===== config.mk =====
export PLATFORM = sky130hd
export DESIGN_NAME = time_date_set_editor
export DESIGN_NICKNAME = d
export VERILOG_FILES = /design/src/design/tde_pkg.sv /design/src/design/tde_step.sv /design/src/design/tde_show.sv /design/src/design/time_date_set_editor.sv
export VERILOG_INCLUDE_DIRS = /design/src /design/src/design
export SDC_FILE = /design/constraint.sdc
export NUM_CORES = 1
export LEC_CHECK = 0
export ABC_AREA = 1
export BUFFER_PORTS_ARGS = -buffer_cell sky130_fd_sc_hd__buf_2
export CAP_MARGIN = 20
export CORE_MARGIN = 1.5
export CORE_UTILIZATION = 55
export DETAILED_ROUTE_END_ITERATION = 8
export PLACE_DENSITY = 0.72
export RECOVER_POWER = 25
export SETUP_SLACK_MARGIN = 0.15
export SLEW_MARGIN = 0
export SYNTH_ARGS = -nofsm -noshare
export SYNTH_HDL_FRONTEND = slang
export SYNTH_SLANG_ARGS = --single-unit

===== constraint.sdc =====
create_clock -name clock -period 15.6 [get_ports clock]
set_input_delay 0.78 -clock clock [delete_from_list [all_inputs] [get_ports clock]]
set_output_delay 0.78 -clock clock [all_outputs]
set_load 0.01 [all_outputs]

===== src/design/time_date_set_editor_defines.svh =====
// ----------------------------------------------------------------------------
// Time/date set editor - assertion macros
// Clocked assertion wrappers used by the editor top level.
// ----------------------------------------------------------------------------
`ifndef TIME_DATE_SET_EDITOR_DEFINES_SVH
`define TIME_DATE_SET_EDITOR_DEFINES_SVH

// checked on every rising edge outside reset
`define TDE_ASSERT(label, prop) \
   label: assert property (@(posedge clock) disable iff (reset) (prop)) \
      else $error("tde assertion failed");

// checked on every rising edge, reset included
`define TDE_ASSERT_ALWAYS(label, prop) \
   label: assert property (@(posedge clock) (prop)) \
      else $error("tde assertion failed");

`endif


===== src/design/tde_pkg.sv =====
// ----------------------------------------------------------------------------
// tde_pkg
// Types, codes and calendar/digit helpers for the time/date set editor.
// ----------------------------------------------------------------------------
`timescale 1ns / 1ps
`default_nettype none

package tde_pkg;

   typedef enum logic [1:0] {
      REQ_START  = 2'd0,
      REQ_PRESS  = 2'd1,
      REQ_TICK   = 2'd2,
      REQ_COMMIT = 2'd3
   } req_kind_type;

   typedef enum logic [1:0] {
      DIR_UP    = 2'd0,
      DIR_DOWN  = 2'd1,
      DIR_RIGHT = 2'd2,
      DIR_LEFT  = 2'd3
   } dir_type;

   localparam logic [1:0]  PAGE_TIME   = 2'd0;
   localparam logic [1:0]  PAGE_YEAR   = 2'd1;
   localparam logic [1:0]  PAGE_DATE   = 2'd2;
   localparam logic [1:0]  FIELD_LEFT  = 2'd0;
   localparam logic [1:0]  FIELD_RIGHT = 2'd2;

   localparam logic [4:0]  HOUR_MAX    = 5'd23;
   localparam logic [5:0]  MINUTE_MAX  = 6'd59;
   localparam logic [13:0] YEAR_MAX    = 14'd9999;
   localparam logic [3:0]  MONTH_MAX   = 4'd12;
   localparam logic [4:0]  DAYS_LONG   = 5'd31;
   localparam logic [4:0]  DAYS_SHORT  = 5'd30;
   localparam logic [4:0]  DAYS_FEB    = 5'd28;
   localparam logic [4:0]  DAYS_LEAP   = 5'd29;
   localparam logic [3:0]  BLANK_CODE  = 4'd12;

   typedef struct packed {
      logic [1:0]  req_type;
      logic [1:0]  direction;
      logic [4:0]  cur_hour;
      logic [5:0]  cur_minute;
      logic [13:0] cur_year;
      logic [3:0]  cur_month;
      logic [4:0]  cur_day;
   } tde_req_type;

   typedef struct packed {
      logic [3:0]  shown_digit0;
      logic [3:0]  shown_digit1;
      logic [3:0]  shown_digit2;
      logic [3:0]  shown_digit3;
      logic        colon_on;
      logic [1:0]  page_now;
      logic [1:0]  field_now;
      logic [4:0]  set_hour;
      logic [5:0]  set_minute;
      logic [13:0] set_year;
      logic [3:0]  set_month;
      logic        commit_valid;
   } tde_rsp_type;

   typedef struct packed {
      logic             editing;
      logic [1:0]       page;
      logic [1:0]       field_sel;
      logic             blink;
      logic [4:0]       hour;
      logic [5:0]       minute;
      logic [13:0]      year;
      logic [3:0]       month;
      logic [4:0]       day;
      logic [3:0][3:0]  digits;
   } tde_state_type;

   function automatic logic [4:0] month_len(input logic [3:0] m, input logic [13:0] y);
      logic [4:0] n;
      case (m)
         4'd2:                     n = (y[1:0] == 2'b00) ? DAYS_LEAP : DAYS_FEB;
         4'd4, 4'd6, 4'd9, 4'd11:  n = DAYS_SHORT;
         default:                  n = DAYS_LONG;
      endcase
      return n;
   endfunction

   function automatic logic [3:0] month_wrap(input logic [3:0] m);
      logic [3:0] r;
      if (m == 4'd0) r = MONTH_MAX;
      else if (m > MONTH_MAX) r = 4'd1;
      else r = m;
      return r;
   endfunction

   function automatic logic [4:0] day_wrap(input logic [5:0] d, input logic [3:0] m,
                                           input logic [13:0] y);
      logic [4:0] n;
      logic [4:0] r;
      n = month_len(m, y);
      if (d == 6'd0) r = n;
      else if (d > {1'b0, n}) r = 5'd1;
      else r = d[4:0];
      return r;
   endfunction

   // tens/units of a value below 64: tens = (v * 13) >> 7
   function automatic logic [7:0] pair_digits(input logic [5:0] v);
      logic [9:0] prod;
      logic [3:0] tens;
      logic [5:0] rem;
      prod = v * 4'd13;
      tens = {1'b0, prod[9:7]};
      rem  = v - 6'(tens * 4'd10);
      return {tens, rem[3:0]};
   endfunction

   // four decimal digits of a year up to 9999, reciprocal multiplies
   function automatic logic [15:0] year_digits(input logic [13:0] y);
      logic [29:0] p10;
      logic [26:0] p100;
      logic [28:0] p1000;
      logic [9:0]  q10;
      logic [6:0]  q100;
      logic [3:0]  q1000;
      logic [13:0] r0;
      logic [9:0]  r1;
      logic [6:0]  r2;
      p10   = y * 16'd52429;
      p100  = y * 13'd5243;
      p1000 = y * 15'd16778;
      q10   = p10[28:19];
      q100  = p100[25:19];
      q1000 = p1000[27:24];
      r0    = y - 14'(q10 * 4'd10);
      r1    = q10 - 10'(q100 * 4'd10);
      r2    = q100 - 7'(q1000 * 4'd10);
      return {r0[3:0], r1[3:0], r2[3:0], q1000};
   endfunction

endpackage

`default_nettype wire


===== src/design/tde_step.sv =====
// ----------------------------------------------------------------------------
// tde_step
// Next editor state for one request: load, press, blink toggle and commit.
// ----------------------------------------------------------------------------
`timescale 1ns / 1ps
`default_nettype none

module tde_step (
   input  tde_pkg::tde_state_type cur,
   input  tde_pkg::tde_req_type   req,
   output tde_pkg::tde_state_type nxt,
   output logic                   committed
);
   import tde_pkg::*;

   logic        redraw;
   logic [3:0]  month_t;
   logic [5:0]  day_t;
   logic        up;
   logic [7:0]  pair_l;
   logic [7:0]  pair_r;
   logic [15:0] ydig;

   always_comb begin
      nxt       = cur;
      committed = 1'b0;
      redraw    = 1'b0;
      month_t   = cur.month;
      day_t     = {1'b0, cur.day};
      up        = (req.direction == DIR_UP);
      unique case (req.req_type)
         REQ_START: begin
            if (!cur.editing) begin
               nxt.editing = 1'b1;
               nxt.page    = PAGE_TIME;
               nxt.hour    = (req.cur_hour > HOUR_MAX) ? HOUR_MAX : req.cur_hour;
               nxt.minute  = (req.cur_minute > MINUTE_MAX) ? 6'd0 : req.cur_minute;
               nxt.year    = (req.cur_year > YEAR_MAX) ? YEAR_MAX : req.cur_year;
               month_t     = req.cur_month;
               day_t       = {1'b0, req.cur_day};
               redraw      = 1'b1;
            end
         end
         REQ_PRESS: begin
            if (cur.editing) begin
               redraw = 1'b1;
               case (req.direction) inside
                  DIR_UP, DIR_DOWN: begin
                     if (cur.page == PAGE_TIME) begin
                        if (cur.field_sel == FIELD_LEFT) begin
                           if (up && cur.hour < HOUR_MAX) nxt.hour = cur.hour + 5'd1;
                           else if (!up && cur.hour != 5'd0) nxt.hour = cur.hour - 5'd1;
                        end else if (cur.field_sel == FIELD_RIGHT) begin
                           if (up) nxt.minute = (cur.minute >= MINUTE_MAX) ? 6'd0
                                                : cur.minute + 6'd1;
                           else nxt.minute = (cur.minute == 6'd0) ? MINUTE_MAX
                                             : cur.minute - 6'd1;
                        end
                     end else if (cur.page == PAGE_YEAR) begin
                        if (up && cur.year < YEAR_MAX) nxt.year = cur.year + 14'd1;
                        else if (!up && cur.year != 14'd0) nxt.year = cur.year - 14'd1;
                     end else begin
                        if (cur.field_sel == FIELD_LEFT) begin
                           month_t = up ? cur.month + 4'd1 : cur.month - 4'd1;
                        end else if (cur.field_sel == FIELD_RIGHT) begin
                           day_t = up ? {1'b0, cur.day} + 6'd1 : {1'b0, cur.day} - 6'd1;
                        end
                     end
                  end
                  DIR_RIGHT: begin
                     if (cur.page == PAGE_TIME) begin
                        if (cur.field_sel == FIELD_RIGHT) nxt.page = PAGE_YEAR;
                        nxt.field_sel = FIELD_RIGHT;
                     end else if (cur.page == PAGE_YEAR) begin
                        nxt.page      = PAGE_DATE;
                        nxt.field_sel = FIELD_LEFT;
                     end else begin
                        nxt.field_sel = FIELD_RIGHT;
                     end
                  end
                  default: begin
                     if (cur.page == PAGE_TIME) begin
                        if (cur.field_sel == FIELD_RIGHT) nxt.field_sel = FIELD_LEFT;
                     end else if (cur.page == PAGE_YEAR) begin
                        nxt.page      = PAGE_TIME;
                        nxt.field_sel = FIELD_RIGHT;
                     end else if (cur.field_sel == FIELD_RIGHT) begin
                        nxt.field_sel = FIELD_LEFT;
                     end else begin
                        nxt.page      = PAGE_YEAR;
                        nxt.field_sel = FIELD_LEFT;
                     end
                  end
               endcase
            end
         end
         REQ_TICK: begin
            if (cur.editing) nxt.blink = ~cur.blink;
         end
         REQ_COMMIT: begin
            if (cur.editing) begin
               nxt.editing = 1'b0;
               committed   = 1'b1;
            end
         end
         default: ;
      endcase

      if (redraw) begin
         nxt.month = month_wrap(month_t);
         nxt.day   = day_wrap(day_t, nxt.month, nxt.year);
      end

      ydig = year_digits(nxt.year);
      if (nxt.page == PAGE_TIME) begin
         pair_l = pair_digits({1'b0, nxt.hour});
         pair_r = pair_digits(nxt.minute);
      end else begin
         pair_l = pair_digits({2'b00, nxt.month});
         pair_r = pair_digits({1'b0, nxt.day});
      end

      if (redraw) begin
         if (nxt.page == PAGE_YEAR) begin
            nxt.digits[0] = ydig[3:0];
            nxt.digits[1] = ydig[7:4];
            nxt.digits[2] = ydig[11:8];
            nxt.digits[3] = ydig[15:12];
         end else begin
            nxt.digits[0] = pair_l[7:4];
            nxt.digits[1] = pair_l[3:0];
            nxt.digits[2] = pair_r[7:4];
            nxt.digits[3] = pair_r[3:0];
         end
      end
   end

endmodule

`default_nettype wire


===== src/design/tde_show.sv =====
// ----------------------------------------------------------------------------
// tde_show
// Builds the result: blinked digits, commit view with day digits, values.
// ----------------------------------------------------------------------------
`timescale 1ns / 1ps
`default_nettype none

module tde_show (
   input  tde_pkg::tde_state_type st,
   input  logic                   committed,
   output tde_pkg::tde_rsp_type   rsp
);
   import tde_pkg::*;

   logic [3:0][3:0] d;
   logic [7:0]      day_pair;
   logic [1:0]      sel_hi;
   logic [1:0]      sel_lo;

   always_comb begin
      d        = st.digits;
      day_pair = pair_digits({1'b0, st.day});
      sel_hi   = {st.field_sel[1], 1'b0};
      sel_lo   = {st.field_sel[1], 1'b1};
      if (committed) begin
         d[0] = BLANK_CODE;
         d[1] = BLANK_CODE;
         d[2] = day_pair[7:4];
         d[3] = day_pair[3:0];
      end else if (st.editing) begin
         if (st.page == PAGE_YEAR) begin
            if (st.blink) begin
               d[0] = BLANK_CODE;
               d[2] = BLANK_CODE;
            end else begin
               d[1] = BLANK_CODE;
               d[3] = BLANK_CODE;
            end
         end else if (st.blink) begin
            d[sel_hi] = BLANK_CODE;
         end else begin
            d[sel_lo] = BLANK_CODE;
         end
      end

      rsp.shown_digit0 = d[0];
      rsp.shown_digit1 = d[1];
      rsp.shown_digit2 = d[2];
      rsp.shown_digit3 = d[3];
      rsp.colon_on     = (st.page == PAGE_TIME);
      rsp.page_now     = st.page;
      rsp.field_now    = st.field_sel;
      rsp.set_hour     = st.hour;
      rsp.set_minute   = st.minute;
      rsp.set_year     = st.year;
      rsp.set_month    = st.month;
      rsp.commit_valid = committed;
   end

endmodule

`default_nettype wire


===== src/design/time_date_set_editor.sv =====
// An accepted request waits in the input register until the result register is free.
// Throughput: one transfer per cycle; the input register and the result register
// decouple the two channels, so req_ready drops only when both hold data and
// the result is stalled.
// Reset: synchronous; clears both stages and returns the editor to idle,
// time page, month 1, day 1, all other values and digits zero.
// ----------------------------------------------------------------------------
// time_date_set_editor
// Button-driven time/date set editor with blinking four-digit view.
// ----------------------------------------------------------------------------
`timescale 1ns / 1ps
`default_nettype none

`include "time_date_set_editor_defines.svh"

module time_date_set_editor (
   input  logic                 clock,
   input  logic                 reset,
   input  logic                 req_valid,
   output logic                 req_ready,
   input  tde_pkg::tde_req_type req_payload,
   output logic                 rsp_valid,
   input  logic                 rsp_ready,
   output tde_pkg::tde_rsp_type rsp_payload
);
   import tde_pkg::*;

   logic          in_valid_ff;
   tde_req_type   in_req_ff;
   tde_state_type state_ff;
   tde_state_type state_in;
   logic          committed;
   tde_rsp_type   rsp_in;
   tde_rsp_type   rsp_ff;
   logic          rsp_valid_ff;
   logic          out_free;
   logic          advance;

   assign out_free  = !rsp_valid_ff || rsp_ready;
   assign advance   = in_valid_ff && out_free;
   assign req_ready = !in_valid_ff || out_free;

   always_ff @(posedge clock) begin
      if (reset) begin
         in_valid_ff <= 1'b0;
      end else if (req_ready) begin
         in_valid_ff <= req_valid;
      end
      if (req_valid && req_ready) begin
         in_req_ff <= req_payload;
      end
   end

   tde_step u_step (
      .cur       (state_ff),
      .req       (in_req_ff),
      .nxt       (state_in),
      .committed (committed)
   );

   tde_show u_show (
      .st        (state_in),
      .committed (committed),
      .rsp       (rsp_in)
   );

   always_ff @(posedge clock) begin
      if (reset) begin
         state_ff.editing   <= 1'b0;
         state_ff.page      <= PAGE_TIME;
         state_ff.field_sel <= FIELD_LEFT;
         state_ff.blink     <= 1'b0;
         state_ff.hour      <= 5'd0;
         state_ff.minute    <= 6'd0;
         state_ff.year      <= 14'd0;
         state_ff.month     <= 4'd1;
         state_ff.day       <= 5'd1;
         state_ff.digits    <= '0;
         rsp_valid_ff       <= 1'b0;
      end else begin
         if (advance) begin
            state_ff     <= state_in;
            rsp_valid_ff <= 1'b1;
         end else if (rsp_ready) begin
            rsp_valid_ff <= 1'b0;
         end
      end
      if (advance) begin
         rsp_ff <= rsp_in;
      end
   end

   assign rsp_valid   = rsp_valid_ff;
   assign rsp_payload = rsp_ff;

   `TDE_ASSERT(a_state_hold, !advance |=> $stable(state_ff))
   `TDE_ASSERT(a_year_range, state_ff.year <= YEAR_MAX)
   `TDE_ASSERT(a_commit_view,
      rsp_valid_ff && rsp_ff.commit_valid |-> !state_ff.editing &&
      rsp_ff.shown_digit0 == BLANK_CODE && rsp_ff.shown_digit1 == BLANK_CODE)
   `TDE_ASSERT_ALWAYS(a_reset_idle, reset |=> !rsp_valid_ff && !in_valid_ff)

endmodule

`default_nettype wire

* Word-level counts from Yosys, hierarchy flattened *
Cells that the tools add are included.

word-level totals
  register bits after elaboration = 147
  input port bits = 42
  logic and storage cells = 211

cells by class
  $add $sub $neg = 17
  multipliers = 14
  order comparisons = 12
  eq/ne operators = 13
  mux-type cells = 86
  bitwise gates (word level) = 7
  reductions and logical operators = 27

operators by type and width
  cell                                                    count
  2-to-1 mux 16 bit                                       6
  2-to-1 mux 4 bit                                        21
  2-to-1 mux 6 bit                                        14
  2-to-1 mux 25 bit                                       3
  2-to-1 mux 14 bit                                       5
  one-hot mux 25 bit (2 select lines)                     1
  2-to-1 mux 5 bit                                        8
  multiplier 14 x 16 -> 29 bit (second input constant)    1
  subtractor 4 bit                                        7
  multiplier 14 x 14 -> 27 bit (second input constant)    1
  multiplier 14 x 13 -> 26 bit (second input constant)    1
  multiplier 5 x 4 -> 9 bit (second input constant)       2
  2-to-1 mux 2 bit                                        9
  AND 8 bit                                               2
  adder 14 x 1 -> 14 bit (second input constant)          1
  greater-than comparator 14 bit (second input constant)  1
  < comparator 14 bit (second input constant)             1
  nonzero test 14 bit                                     1
  subtractor 14 x 1 -> 14 bit (second input constant)     1
  logical NOT 2 bit                                       6
  logical NOT 6 bit                                       2
  one-hot mux 6 bit (2 select lines)                      1
  2-to-1 mux 11 bit                                       1
  multiplier 10 x 3 -> 3 bit (second input constant)      1
  other kinds (49)                                        79

* Logic depth before layout (Yosys ltp) *
  depth after elaboration = 31
  gate-level depth with buffers = 59
  depth with buffers taken out = 59

* By module *
A second synthesis with hierarchy kept.

second synthesis, totals
  cell total of the unflattened synthesis = 2362
  area, all modules = 18989.5 µm²

by module, submodules not included
  module                times used  cells an instance  area an instance (µm²)
  tde_step              1           1770               12923.6
  time_date_set_editor  1           464                5212.5
  tde_show              1           128                853.3

* Least setup slack after synthesis *
Ideal clock, no wire load.

  path kind = register to register
  from = register state_ff[25] in the netlist's numbering
  to = register rsp_ff (netlist bit rsp_payload[38]) (data pin)
  library setup time = 0.249 ns
  arrival time = 7.699 ns
  path slack = 7.652 ns
  stages on the path, launching flop included = 40
  period minus slack after synthesis = 7.948 ns
  path through = dfxtp_1 -> inv_1 -> ha_1 -> inv_1 -> nor3_1 -> nand4_1 -> nor2_1 -> a31oi_1 -> inv_1 -> a21oi_2 -> nand3_1 -> xor2_1 -> nand2_1 -> a22oi_1 -> ha_1 -> fa_1 -> inv_1 -> fa_1 -> [... 4 more ...] -> ha_1 -> nand2_1 -> nor2_1 -> a211oi_1 -> nand2_1 -> xor2_1 -> ha_1 -> fa_1 -> inv_1 -> nand3_1 -> nand2_1 -> nand2_1 -> nand2_1 -> a21oi_1 -> nand2_1 -> nand3_1 -> nand2_1 -> inv_1

RTL lines
  what                      line                        text
  start: declaration        time_date_set_editor.sv:30  tde_state_type state_ff;
  start signal: assignment  time_date_set_editor.sv:82  state_ff <= state_in;
  end signal: assignment    time_date_set_editor.sv:89  rsp_ff <= rsp_in;
  end: declaration          time_date_set_editor.sv:34  tde_rsp_type rsp_ff;

==> impl_metrics.csv <==
group,metric,value,unit
logic_synthesis,netlist_area,17900,um2
timing,rsz0062_at_grt,"false",
setup_path,crit_buf_inv,7,
run_status,violations,"capacitance limit, slew limit",
cts,hold_buffers,0,
route,ant_nets,0,
power,irDropWorstVdd,0.163,mV
floorplanning,die_x,183,um
run_status,status,"finished with violations",
route,route.vias.total,15000,
timing,setup_viol,0,
setup_path,required,15.80,ns
timing,slew_viol_final,76,
timing,finalHoldViolations,0,
route,drtPass1Iterations,7,
cts,post-cts-setup-buffers,0,
cts,clkTransAtPathRegs,0.07,ns
cts,root_buffer,"clkbuf_16",
timing,fin_crit_sh,0.614,
cts,cts_max_level,4,
finish,drive_above_1_share,0.0816,
place,gp_congestion,0.957,
worst_hold_path,whs_path_depth,1,
setup_path,critPathLaunch,"state_ff[55]$_SDFFE_PP0P_",
cts,cts_buffers,17,
setup_path,crit_type,"flip-flop to flip-flop",
setup_path,r2r_cells,31,
power,leakagePower,10.1,nW
timing,worstMarginPinSlew,2.21,ns
logic_synthesis,yosys-top-cells-count,"inv_1 (475), nand2_1 (314), ha_1 (300)",
route,vias_per_cell,5.57,
grt,grt_pass1_vias,15200,
timing,finClkSkew,0.0192,ns
setup_path,startpoint_type,"flip-flop",
setup_path,crit_family,"adder cells",
cts,clk_path_buf_depth,2,
worst_hold_path,min_to,"in_req_ff[23]$_DFFE_PP_",
logic_synthesis,synth_top_area_cell,"ha_1",
grt,antenna_found_initial,0,
route,drtIter0Drc,1049,
power,p_per_area,176,nW/um2
finish,fin_area,19300,um2
route,drc,0,
logic_synthesis,syn_inst,2163,
setup_path,critical_path.max_stage_delay,1.24,ns
setup_path,end_kind,"flip-flop",
place,hpwl,38.9,mm
setup_path,arrival,9.77,ns
setup_path,critPathMaxFanout,28,
cts,clk_latency,0.45,ns
route,routedWlPerCell,18.2,um
cts,cts.sinks,147,
logic_synthesis,synth_edf_count,89,
setup_path,r2r_slack,6.03,ns
logic_synthesis,yosys_most_used_dff,"edfxtp_1",
floorplanning,die_h,183,um
grt,grt.total_usage,0.302,
logic_synthesis,async_flop_share,0,
floorplanning,die_area,33600,um2
logic_synthesis,synth_area_per_cell,8.26,um2
worst_hold_path,hold_start,"req_payload[23]",
setup_path,r2r_start,"state_ff[55]$_SDFFE_PP0P_",
logic_synthesis,synth.net_count,2652,
logic_synthesis,yosysTopAreaCellShare,0.210,
cts,post_cts_resized,0,
logic_synthesis,synth.most_common_cell,"inv_1",
setup_path,reg2reg_to,"rsp_payload[42]$_SDFFCE_PP0P_",
route,wl,49.1,mm
finish,layout.nets,2743,
logic_synthesis,ys_ff_latch,147,
cts,cts_tree,"yes",
place,io_buffer_count,94,
finish,antenna_cells,0,
floorplanning,core_region_area,31800,um2
floorplanning,start_util,0.562,
finish,syn_to_final_growth,8.30,%
logic_synthesis,ys_types,58,
place,placed_area,18800,um2
floorplanning,rows,65,
timing,fin_setup_tns,0,ns
timing,fmax,104,MHz
run,max-cap-violations,2,
timing,fin_crit,9.57,ns
logic_synthesis,seq_area_frac_synth,0.215,
timing,slew_headroom,-0.475,
place,dp_worst_setup_slack,6.36,ns
grt,grt_max_degree,96,
floorplanning,pin_count,95,
worst_hold_path,min_path_type,"primary input to flip-flop",
grt,grt_pass1_wl,78.3,mm
logic_synthesis,synth.area.top_cells,"ha_1 (21%), fa_1 (16%), edfxtp_1 (15%)",
grt,overflow,0,
logic_synthesis,yosys_warnings,0,
setup_path,cp_slowest_cell,"clkbuf_1",
timing,setup_slack,6.03,ns
## cell families (layout without fill, tap and decap cells)
logic type               count (synthesis)  count (layout)  share of synthesized area
AND/OR/NAND/NOR                        635             635                      0.159
buffers and inverters                  527             631                      0.114
adder cells (fa/ha/maj)                447             447                      0.375
AO/OA/AOI/OAI                          370             370                      0.119
flip-flops                             147             147                      0.215
XOR/XNOR                                37              37                     0.0186
## final cells by class
type,instances,area (um2)
Timing Repair Buffer,110,551
Clock inverter,14,154
Multi-Input combinational cell,1489,12000
Clock buffer,18,429
Inverter,489,1840
Sequential cell,147,3830
Tap cell,435,544
Fill cell,2857,12500
## layout by cell type (no fill, tap or decap), types with 13 or more instances in the layout
| master | Yosys | final |
|---|---|---|
| o21ai_1 | 20 | 20 |
| inv_2 | 13 | 13 |
| a21oi_1 | 141 | 141 |
| edfxtp_1 | 89 | 89 |
| nand2_2 | 16 | 16 |
| o211ai_1 | 13 | 13 |
| inv_1 | 475 | 474 |
| nand3_1 | 110 | 110 |
| nor2_1 | 99 | 99 |
| nand2_1 | 314 | 314 |
| dfxtp_1 | 58 | 58 |
| xnor2_1 | 14 | 14 |
| ha_1 | 300 | 300 |
| xor2_1 | 22 | 22 |
| clkbuf_1 | 21 | 29 |
| nand4_1 | 25 | 25 |
| fa_1 | 147 | 147 |
| buf_4 | 4 | 14 |
| o21ai_0 | 107 | 107 |
| clkbuf_16 | 0 | 17 |
| nor3_1 | 20 | 20 |
| buf_2 | 7 | 68 |
## power by group
group / switching (mW) / internal, mW / total [mW]
clock: 0.183 / 0.237 / 0.421
combinational: 1.54 / 0.976 / 2.51
sequential: 0.0185 / 0.444 / 0.463
## sequential cells by signal, summed over array words and instances, names as in the netlist
name         count
in_req_ff       38
in_valid_ff      1
rsp_payload     51
rsp_valid        1
state_ff        56
## stage by stage
stage	util	power, mW	hold WS [ns]	cells
floorplan	-	2.32	0.468	2163
global placement	0.591	2.89	0.482	2670
detailed placement	0.591	2.96	0.500	2670
CTS	0.610	3.40	0.491	2702
global route	0.608	3.77	0.492	2702
finish	0.608	3.40	0.505	2702
## layer usage
metal,track usage,wire length (um),vias up
met1,0.367,20100,7172
met3,0.0431,2540,140
met4,0.158,2500,0
met2,0.519,24000,474
met5,0,0,-
li1,-,-,7261
## worst max path at each step
stage | slack, ns | cells after the start | to
final | 6.03 | 31 | rsp_payload[42]$_SDFFCE_PP0P_
after CTS | 6.30 | 33 | rsp_payload[42]$_SDFFCE_PP0P_
after global routing | 5.41 | 31 | rsp_payload[42]$_SDFFCE_PP0P_
after floorplan | 7.65 | 39 | rsp_payload[38]$_DFFE_PP_
after detailed placement | 6.36 | 33 | rsp_payload[42]$_SDFFCE_PP0P_
after global placement | 6.42 | 36 | rsp_payload[38]$_DFFE_PP_
Note: power is estimated with default switching activity, not from simulation.
